===== src/design/spq_pkg.sv =====
// ----------------------------------------------------------------------------
// spq_pkg: shared types and constants for the stable priority queue
// Field widths, status codes and the control word broadcast to every cell.
// ----------------------------------------------------------------------------
package spq_pkg;

	localparam int PRIO_W = 8;
	localparam int TAG_W  = 32;
	localparam int OCC_W  = 5;

	typedef enum logic [1:0] {
		ST_INSERTED = 2'd0,
		ST_FULL     = 2'd1,
		ST_REMOVED  = 2'd2,
		ST_EMPTY    = 2'd3
	} status_t;

	typedef enum logic {
		MODE_INSERT = 1'b0,
		MODE_REMOVE = 1'b1
	} mode_t;

	// broadcast to the whole chain each cycle
	typedef struct packed {
		logic              ins;
		logic              rem;
		logic [PRIO_W-1:0] prio;
	} cell_ctrl_t;

endpackage


===== src/design/stable_priority_queue_core.sv =====
// ----------------------------------------------------------------------------
// stable_priority_queue_core: bounded stable priority queue
// Sorted shift chain of CAPACITY cells with a registered result word.
// ----------------------------------------------------------------------------
// Each input word is an insert (mode 0) or a remove of the highest priority
// entry (mode 1) and yields exactly one result word. The queue is a chain of
// CAPACITY cells kept sorted by priority, front at cell 0; an insert lands
// behind all entries of greater or equal priority, so equal priorities leave
// in arrival order. Every cell compares and shifts in the same cycle, so one
// word is taken per clock; its result is loaded into the output register at
// the same edge that takes the word and is offered from the following cycle.
// The only wait is a stalled output register. Inserts into a
// full queue and removes from an empty one leave the state untouched and
// report status FULL or EMPTY. Payloads are stored at PAYLOAD_BITS bits;
// occupancy reports the entry count modulo 32.
module stable_priority_queue_core import spq_pkg::*; #(
	parameter int CAPACITY     = 16,
	parameter int PAYLOAD_BITS = 32
) (
	input  logic              clk,
	input  logic              arst_n,
	input  logic              in_valid,
	output logic              in_ready,
	input  logic              mode,
	input  logic [PRIO_W-1:0] priority_req,
	input  logic [TAG_W-1:0]  payload,
	output logic              out_valid,
	input  logic              out_ready,
	output logic [1:0]        status,
	output logic [PRIO_W-1:0] out_priority,
	output logic [TAG_W-1:0]  out_payload,
	output logic [OCC_W-1:0]  occupancy
);

	localparam int CNT_W = $clog2(CAPACITY + 1);

	logic [CNT_W-1:0]        count_q, count_nxt;
	logic                    out_valid_q;
	status_t                 status_q;
	logic [PRIO_W-1:0]       out_prio_q;
	logic [TAG_W-1:0]        out_tag_q;
	logic [OCC_W-1:0]        occ_q;

	logic                    fire, full, empty;
	cell_ctrl_t              ctrl;
	logic [PAYLOAD_BITS-1:0] new_tag;
	status_t                 status_nxt;

	logic [CAPACITY-1:0]     ge;
	logic [PRIO_W-1:0]       c_prio [CAPACITY];
	logic [PAYLOAD_BITS-1:0] c_tag  [CAPACITY];

	assign in_ready = !out_valid_q || out_ready;
	assign fire     = in_valid && in_ready;
	assign full     = (count_q == CNT_W'(CAPACITY));
	assign empty    = (count_q == '0);
	assign new_tag  = PAYLOAD_BITS'(payload);

	always_comb begin
		ctrl.prio  = priority_req;
		ctrl.ins   = fire && (mode == MODE_INSERT) && !full;
		ctrl.rem   = fire && (mode == MODE_REMOVE) && !empty;
		count_nxt  = count_q;
		status_nxt = ST_INSERTED;
		if (mode == MODE_INSERT) begin
			if (full) begin
				status_nxt = ST_FULL;
			end else begin
				status_nxt = ST_INSERTED;
				count_nxt  = count_q + CNT_W'(1);
			end
		end else begin
			if (empty) begin
				status_nxt = ST_EMPTY;
			end else begin
				status_nxt = ST_REMOVED;
				count_nxt  = count_q - CNT_W'(1);
			end
		end
	end

	for (genvar i = 0; i < CAPACITY; i++) begin : g_cell
		logic                    occ_i, prev_ge_i;
		logic [PRIO_W-1:0]       prev_prio_i, next_prio_i;
		logic [PAYLOAD_BITS-1:0] prev_tag_i, next_tag_i;

		assign occ_i = (CNT_W'(i) < count_q);

		if (i == 0) begin : g_front
			assign prev_ge_i   = 1'b1;
			assign prev_prio_i = '0;
			assign prev_tag_i  = '0;
		end else begin : g_mid
			assign prev_ge_i   = ge[i-1];
			assign prev_prio_i = c_prio[i-1];
			assign prev_tag_i  = c_tag[i-1];
		end

		if (i == CAPACITY - 1) begin : g_back
			assign next_prio_i = '0;
			assign next_tag_i  = '0;
		end else begin : g_inner
			assign next_prio_i = c_prio[i+1];
			assign next_tag_i  = c_tag[i+1];
		end

		spq_cell #(.PAYLOAD_BITS(PAYLOAD_BITS)) u_cell (
			.clk       (clk),
			.ctrl      (ctrl),
			.new_tag   (new_tag),
			.occ       (occ_i),
			.prev_ge   (prev_ge_i),
			.prev_prio (prev_prio_i),
			.prev_tag  (prev_tag_i),
			.next_prio (next_prio_i),
			.next_tag  (next_tag_i),
			.ge        (ge[i]),
			.prio      (c_prio[i]),
			.tag       (c_tag[i])
		);
	end

	always_ff @(posedge clk or negedge arst_n) begin
		if (!arst_n) begin
			count_q     <= '0;
			out_valid_q <= 1'b0;
		end else begin
			if (fire) begin
				count_q     <= count_nxt;
				out_valid_q <= 1'b1;
			end else if (out_ready) begin
				out_valid_q <= 1'b0;
			end
		end
	end

	// result word; front cell is read before the shift
	always_ff @(posedge clk) begin
		if (fire) begin
			status_q <= status_nxt;
			occ_q    <= OCC_W'(count_nxt);
			if (status_nxt == ST_REMOVED) begin
				out_prio_q <= c_prio[0];
				out_tag_q  <= TAG_W'(c_tag[0]);
			end else begin
				out_prio_q <= '0;
				out_tag_q  <= '0;
			end
		end
	end

	assign out_valid    = out_valid_q;
	assign status       = status_q;
	assign out_priority = out_prio_q;
	assign out_payload  = out_tag_q;
	assign occupancy    = occ_q;

endmodule


===== src/design/spq_cell.sv =====
// ----------------------------------------------------------------------------
// spq_cell: one slot of the sorted shift chain
// Holds one entry; on insert it keeps, loads the new word or takes its
// front neighbor; on remove it takes its back neighbor.
// ----------------------------------------------------------------------------
module spq_cell import spq_pkg::*; #(
	parameter int PAYLOAD_BITS = 32
) (
	input  logic                    clk,
	input  cell_ctrl_t              ctrl,
	input  logic [PAYLOAD_BITS-1:0] new_tag,
	input  logic                    occ,
	input  logic                    prev_ge,
	input  logic [PRIO_W-1:0]       prev_prio,
	input  logic [PAYLOAD_BITS-1:0] prev_tag,
	input  logic [PRIO_W-1:0]       next_prio,
	input  logic [PAYLOAD_BITS-1:0] next_tag,
	output logic                    ge,
	output logic [PRIO_W-1:0]       prio,
	output logic [PAYLOAD_BITS-1:0] tag
);

	logic [PRIO_W-1:0]       prio_q;
	logic [PAYLOAD_BITS-1:0] tag_q;

	// entries at or above the new priority stay put, so ties keep arrival order
	assign ge   = occ && (prio_q >= ctrl.prio);
	assign prio = prio_q;
	assign tag  = tag_q;

	always_ff @(posedge clk) begin
		if (ctrl.ins && !ge) begin
			if (prev_ge) begin
				prio_q <= ctrl.prio;
				tag_q  <= new_tag;
			end else begin
				prio_q <= prev_prio;
				tag_q  <= prev_tag;
			end
		end else if (ctrl.rem) begin
			prio_q <= next_prio;
			tag_q  <= next_tag;
		end
	end

endmodule


===== config.mk =====
export PLATFORM = sky130hd
export DESIGN_NAME = stable_priority_queue_core
export DESIGN_NICKNAME = d
export VERILOG_FILES = /design/src/design/spq_pkg.sv /design/src/design/stable_priority_queue_core.sv /design/src/design/spq_cell.sv
export SDC_FILE = /design/constraint.sdc
export NUM_CORES = 1
export LEC_CHECK = 0
export ABC_AREA = 1
export BUFFER_PORTS_ARGS = -buffer_cell sky130_fd_sc_hd__clkbuf_2
export CAP_MARGIN = 20
export CORE_MARGIN = 2
export CORE_UTILIZATION = 60
export DETAILED_ROUTE_END_ITERATION = 8
export HOLD_SLACK_MARGIN = 0.02
export MAX_ROUTING_LAYER = met4
export PLACE_DENSITY = 0.77
export REMOVE_ABC_BUFFERS = 1
export SETUP_SLACK_MARGIN = 0.1
export SLEW_MARGIN = 20
export SYNTH_ARGS = -nofsm -noshare
export SYNTH_HDL_FRONTEND = slang
export SYNTH_SLANG_ARGS = --single-unit

===== constraint.sdc =====
create_clock -name clk -period 6.3 [get_ports clk]
set_input_delay 0.63 -clock clk [delete_from_list [all_inputs] [get_ports clk]]
set_output_delay 0.63 -clock clk [all_outputs]
set_load 0.1 [all_outputs]

==> reports/metrics.cfg, run 1 <==
[power]
share_seq_of_total_power_pct = 37.8
switching_share_pct = 41.3
internal-power_w = 0.0116
pwr-share-comb_pct = 38.7
ir_worst_vdd_mv = 0.333
cellLeakagePower_nw = 21.5
power_density_nw_per_um2 = 449
clkPwrFrac_pct = 23.5
power_switching_w = 0.00817

[cells_and_area]
antenna_cells = 0
fin_nets = 5409
drive_gt1_share_pct = 6.31
area_delta_synth_final_pct = 7.73
fin_util_pct = 65.4

[synthesis]
synthXorXnorAreaFrac_pct = 0.107
synth_area_leader_cell = edfxtp_1
synth_edf_count = 687
synthArstFlopShare_pct = 0.866
synth_most_common_cell = nand2_1
synth_top_family_by_area = simple AND/OR/NAND/NOR gates
synth-compound-area-share_pct = 1.69
ys.flop_type = edfxtp_1
syn-instance-count = 5371
synth_fa_ha_area_share_pct = 4.04
synthSimpleGateAreaFrac_pct = 37.7
ys_seq_area_share_pct = 50.9
synth_top_area_share_pct = 50.5
ys_top_cells_by_count = nand2_1, edfxtp_1, nand3_1, clkbuf_1, buf_2
netlist_area_sq_um = 40800
synthMuxAreaShare_pct = 0
ys_top_cells_by_area = edfxtp_1, nand2_1, nand3_1
synth.avg_cell_area_sq_um = 7.60
synth_seq_cells = 693
ys_types = 35
yosysWarnings = 0

[sta]
finalSetupViolCount = 0
tightest_slew_ps = 1080
tns_ps = 0
maxSlewHeadroom_pct = 28.0
maxSlewViolCount = 0
max_freq_mhz = 221
period_share_pct = 71.7
hold_viol = 0
skew_ps = 27.4
period_needed_ps = 4520
grt_setup_unrepaired = false

[worst_setup_path]
rr_endpoint = g_cell[1].u_cell.tag[6]$_DFFE_PP_
crit_required_ps = 6670
r2r_start = count_q[4]$_DFFE_PN0P_
worst_ep_arrival_time_ps = 4890
reg2reg_slack_ps = 1780
ff2ff_path_depth = 14
cp_max_fo = 44
critPathLaunchType = register
worstSetupPathType = register to register
end_kind = register

[die]
die_area_sq_um = 70200
io_pins = 94
die_height_um = 265
die_w_um = 265
initial_core_util_pct = 60.7
core_region_area_sq_um = 67300
rows = 95

[worst_hold_path]
min_from = mode
holdPathEnd = status[1]$_DFFE_PP_
hold_path.class = primary input to register
hold_depth = 1

[routing]
drt-initial-drc-count = 3892
drc_errors = 0
first_pass_iters = 6
drtAntennaViolNets = 0
routedWlPerCell_um = 17.6
viasPerCell = 5.61
wl_um = 108000
vias = 34610

[grt]
grt_pass1_wl_um = 176000
grt_antenna_before_repair = 1
grt_usage_pct = 31.6
grt_max_degree = 74
grt_pass1_vias = 32603
overflow = 0

[clock_tree]
cts-root-buf = clkbuf_16
cts_tree = built
cts.path.max_buffers = 3
clk_pin_slew_ps = 60
cts_resized = 0
clock_latency_ps = 630
hold_buffers = 1
cts_setup_buffers = 0
htreeDepth = 3
cts_num_sinks = 693
cts-buffers-inserted = 78

[flow_run]
maxCapViolCount = 0

[placement]
gp_congestion = 0.896
io_buffers = 93
dp_hpwl_um = 72900

[status]
status = completed

metrics by stage:
stage,std cells,total power [W],cell area [sq um],worst slack (ps),hold slack [ps]
6_report,6168,0.0198,44000,1780,283
5_1_grt,6168,0.0211,44000,1450,286
4_1_cts,6167,0.0197,44000,1820,262
3_5_place_dp,6023,0.0151,41400,1530,474
3_3_place_gp,6023,0.0149,41400,1570,469
2_1_floorplan,4974,0.0127,39100,208,334
worst max-delay path by stage:
stage,startpoint,to,slack [ps]
2_1_floorplan,priority_req[7],g_cell[0].u_cell.prio[0]$_DFFE_PP_,210
3_3_place_gp,priority_req[6],g_cell[1].u_cell.tag[20]$_DFFE_PP_,1570
3_5_place_dp,priority_req[6],g_cell[1].u_cell.tag[16]$_DFFE_PP_,1530
4_1_cts,count_q[4]$_DFFE_PN0P_,g_cell[1].u_cell.tag[6]$_DFFE_PP_,1820
5_1_grt,count_q[4]$_DFFE_PN0P_,g_cell[1].u_cell.tag[6]$_DFFE_PP_,1450
6_report,count_q[4]$_DFFE_PN0P_,g_cell[1].u_cell.tag[6]$_DFFE_PP_,1780
cells in the final DEF (no fill, tap or decap), types with 2 or more instances in the layout:
| cell type | n |
|---|---|
| dfrtp_1 | 6 |
| clkinv_2 | 12 |
| o21a_1 | 16 |
| inv_1 | 129 |
| clkbuf_8 | 2 |
| clkbuf_2 | 93 |
| nor2_4 | 2 |
| clkinv_1 | 17 |
| nand4_1 | 2 |
| xor2_1 | 3 |
| clkbuf_16 | 81 |
| edfxtp_1 | 687 |
| o21ai_2 | 2 |
| a21oi_1 | 78 |
| clkbuf_1 | 17 |
| clkinv_8 | 2 |
| o21ai_0 | 16 |
| inv_2 | 19 |
| clkinvlp_4 | 3 |
| buf_4 | 83 |
| xnor2_1 | 2 |
| nand2_2 | 10 |
| nor2_2 | 3 |
| nand2_1 | 3121 |
| ha_1 | 132 |
| nand3_1 | 653 |
| o21ai_4 | 2 |
| nand2_4 | 4 |
| bufinv_16 | 9 |
| nor2_1 | 74 |
flip-flops by register name, indices dropped and copies added, names as in the netlist:
name	count
out_valid	1
out_payload	32
occupancy	5
status	2
count_q	5
g_cell.u_cell.tag	512
g_cell.u_cell.prio	128
out_priority	8
power by group through the flow:
| stage | Combinational [W] | Clock, W | Sequential, W |
|---|---|---|---|
| final | 0.00765 | 0.00464 | 0.00747 |
| after global routing | 0.00864 | 0.00485 | 0.00758 |
| after CTS | 0.00756 | 0.00468 | 0.00745 |
| after detailed placement | 0.00752 | 0 | 0.00754 |
| after global placement | 0.00735 | 0 | 0.00752 |
| after floorplan | 0.00508 | 0 | 0.00763 |
layer usage:
layer  share of wire (%)  up-vias  track usage, %
met1                  43    15614            44.7
met4                 1.8        0            8.17
met2                  45     1762            48.3
met5                   0        -               -
met3                  10      192            4.70
li1                    -    17042               -
cell families (layout without fill, tap and decap cells):
group / count (synthesis) / in the layout
compound gates: 122 / 122
xor+xnor: 5 / 5
fa+ha+maj: 132 / 132
buf+inv: 547 / 471
flops: 693 / 693
simple gates: 3872 / 3872
layout make-up:
| cell class | instances | area [sq um] |
|---|---|---|
| fillers | 5750 | 23300 |
| flip-flops and latches | 693 | 20800 |
| multi-input cells | 4131 | 17900 |
| clock buffers | 100 | 2120 |
| repair buffers | 178 | 1120 |
| well taps | 873 | 1090 |
| inverters | 150 | 566 |
| clock inverters | 43 | 454 |
critical path, stage by stage (launching register included):
cell,delay (ps)
dfrtp_1,530
inv_2,200
nand2_4,410
inv_4,130
nand3_2,80
buf_4,460
nand2_1,150
inv_2,600
nand2_1,110
buf_4,300
nand2_2,130
buf_4,420
inv_2,440
nand2_1,200
nand2_1,70
Note: power is estimated with default switching activity, not from simulation.
==> run 2, diff against run 1 <==
==> constraint.sdc (replaced) <==
create_clock -name clk -period 4.25 [get_ports clk]
set_input_delay 0.425 -clock clk [delete_from_list [all_inputs] [get_ports clk]]
set_output_delay 0.425 -clock clk [all_outputs]
set_load 0.1 [all_outputs]
==> run 2 against run 1 <==
Clock skew grew 5.8 ps. Utilization shrank 0.19 points. Global-route usage shrank 0.26 points. Critical path type unchanged. Critical endpoint is now g_cell[10].u_cell.tag[12]$_DFFE_PP_.
==> reports/metrics.cfg, run 2 (synthesis gave the netlist of run 1 again) <==
[grt]
overflow = 0
grt_max_degree = 74
grt_pass1_vias = 32717
grt_usage_pct = 31.4
grt_antenna_before_repair = 0
grt_pass1_wl_um = 175000

[routing]
viasPerCell = 5.56
drt-initial-drc-count = 3727
drc_errors = 0
wl_um = 107000
drtAntennaViolNets = 0
first_pass_iters = 6
routedWlPerCell_um = 17.3
vias = 34362

[cells_and_area]
fin_nets = 5422
num-fill-cells = 5880
antenna_cells = 0
drive_gt1_share_pct = 6.39
design_area_sq_um = 43900
largest_register_ffs = 512
layout_common_cells = nand2_1, edfxtp_1, nand3_1
area_delta_synth_final_pct = 7.42
final_common_cell = nand2_1

[worst_setup_path]
crit_slowest_cell = nand2_1
end_kind = register
cp_max_fo = 44
worst_ep_arrival_time_ps = 4060
critPathLaunchType = register
slowest_delay_ps = 770
crit_required_ps = 4510
crit_chain = inv_2, nand2_4, nor2_1, nor2_1, nand2_1, nand2_1, buf_4
crit_family = simple AND/OR/NAND/NOR gates
path_buf_inv = 2
worstSetupPathType = register to register

[sta]
hold_viol = 0
grt_setup_unrepaired = false
whs_ps = 74.1
maxSlewViolCount = 0
max_freq_mhz = 263
maxSlewHeadroom_pct = 22.4
period_needed_ps = 3800
tightest_slew_ps = 1160
finalSetupViolCount = 0
skew_ps = 33.2
period_share_pct = 89.4

[clock_tree]
cts-buffers-inserted = 76
cts_num_sinks = 693
clock_latency_ps = 640
cts_resized = 0
cts.path.max_buffers = 3
clk_pin_slew_ps = 60
cts-root-buf = clkbuf_16
htreeDepth = 3
cts_tree = built

[power]
total_power_w = 0.0287
ir_worst_vdd_mv = 0.364
power_density_nw_per_um2 = 654
cellLeakagePower_nw = 21.4

[placement]
dpl_cell_area_sq_um = 41500
gp_congestion = 0.900
dp_hpwl_um = 72800
io_buffers = 93

[die]
die_area_sq_um = 70200
core_region_area_sq_um = 67300
rows = 95
initial_core_util_pct = 60.7
io_pins = 94
die_height_um = 265
die_w_um = 265

[status]
status = completed

[worst_hold_path]
hold_path.class = primary input to register

[flow_run]
maxCapViolCount = 0

[run 2: path summary, 6_finish.rpt]
kind                       cells after the start  slack, ps                                    start                             endpoint
min reg2reg                                    2        520  g_cell[15].u_cell.tag[13]$_SDFFCE_PN0P_  g_cell[14].u_cell.tag[13]$_DFFE_PP_
max                                            7        450                   count_q[4]$_DFFE_PN0P_  g_cell[10].u_cell.tag[12]$_DFFE_PP_
max reg2reg                                    7        450                   count_q[4]$_DFFE_PN0P_  g_cell[10].u_cell.tag[12]$_DFFE_PP_
min in group asynchronous                      2        150                                   arst_n                out_valid$_DFFE_PN0P_
min                                            1         70                                     mode                  status[1]$_DFFE_PP_
max in group asynchronous                      2       3930                                   arst_n               count_q[3]$_DFFE_PN0P_
[run 2: per-stage QoR]
step	utilization [%]	TNS, ps	setup WS, ps	cells
floorplan	-	-904430	-1640	4974
global placement	61.7	0	523	6039
CTS	65.2	0	463	6175
finish	65.2	0	452	6175
global route	65.2	0	260	6175
detailed placement	61.7	0	484	6039
[run 2: what timing repair did]
item | CTS | global route
endpoints found under the hold margin | 6 | 0
hold buffers | 1 | 0
setup buffers | 0 | 0
[run 2: final cells by class]
class	count	area (sq um)	area share, %
Clock buffer	92	1980	4.52
Clock inverter	43	328	0.747
Inverter	150	566	1.29
Multi-Input combinational cell	4131	17800	40.7
Sequential cell	693	20800	47.4
Tap cell	873	1090	2.49
Timing Repair Buffer	193	1270	2.89
[run 2: worst register-to-register path, cell delays in order, from the launching register on]
cell     delay [ps]
dfrtp_1         580
inv_2           210
nand2_4         430
nor2_1          110
nor2_1          310
nand2_1         770
nand2_1         520
buf_4           470
[run 2: power by group]
part | total [W] | internal, W | switching, W
registers | 0.0111 | 0.0100 | 0.00106
logic | 0.0113 | 0.00312 | 0.00822
clock network | 0.00627 | 0.00347 | 0.00280
[run 2: layer usage]
layer	track usage (%)	vias to the layer above	share of wire [%]
met1	43.6	15521	44
met3	4.02	188	8.7
li1	-	17063	-
met4	8.38	0	2.3
met2	49.1	1590	45
met5	-	-	0
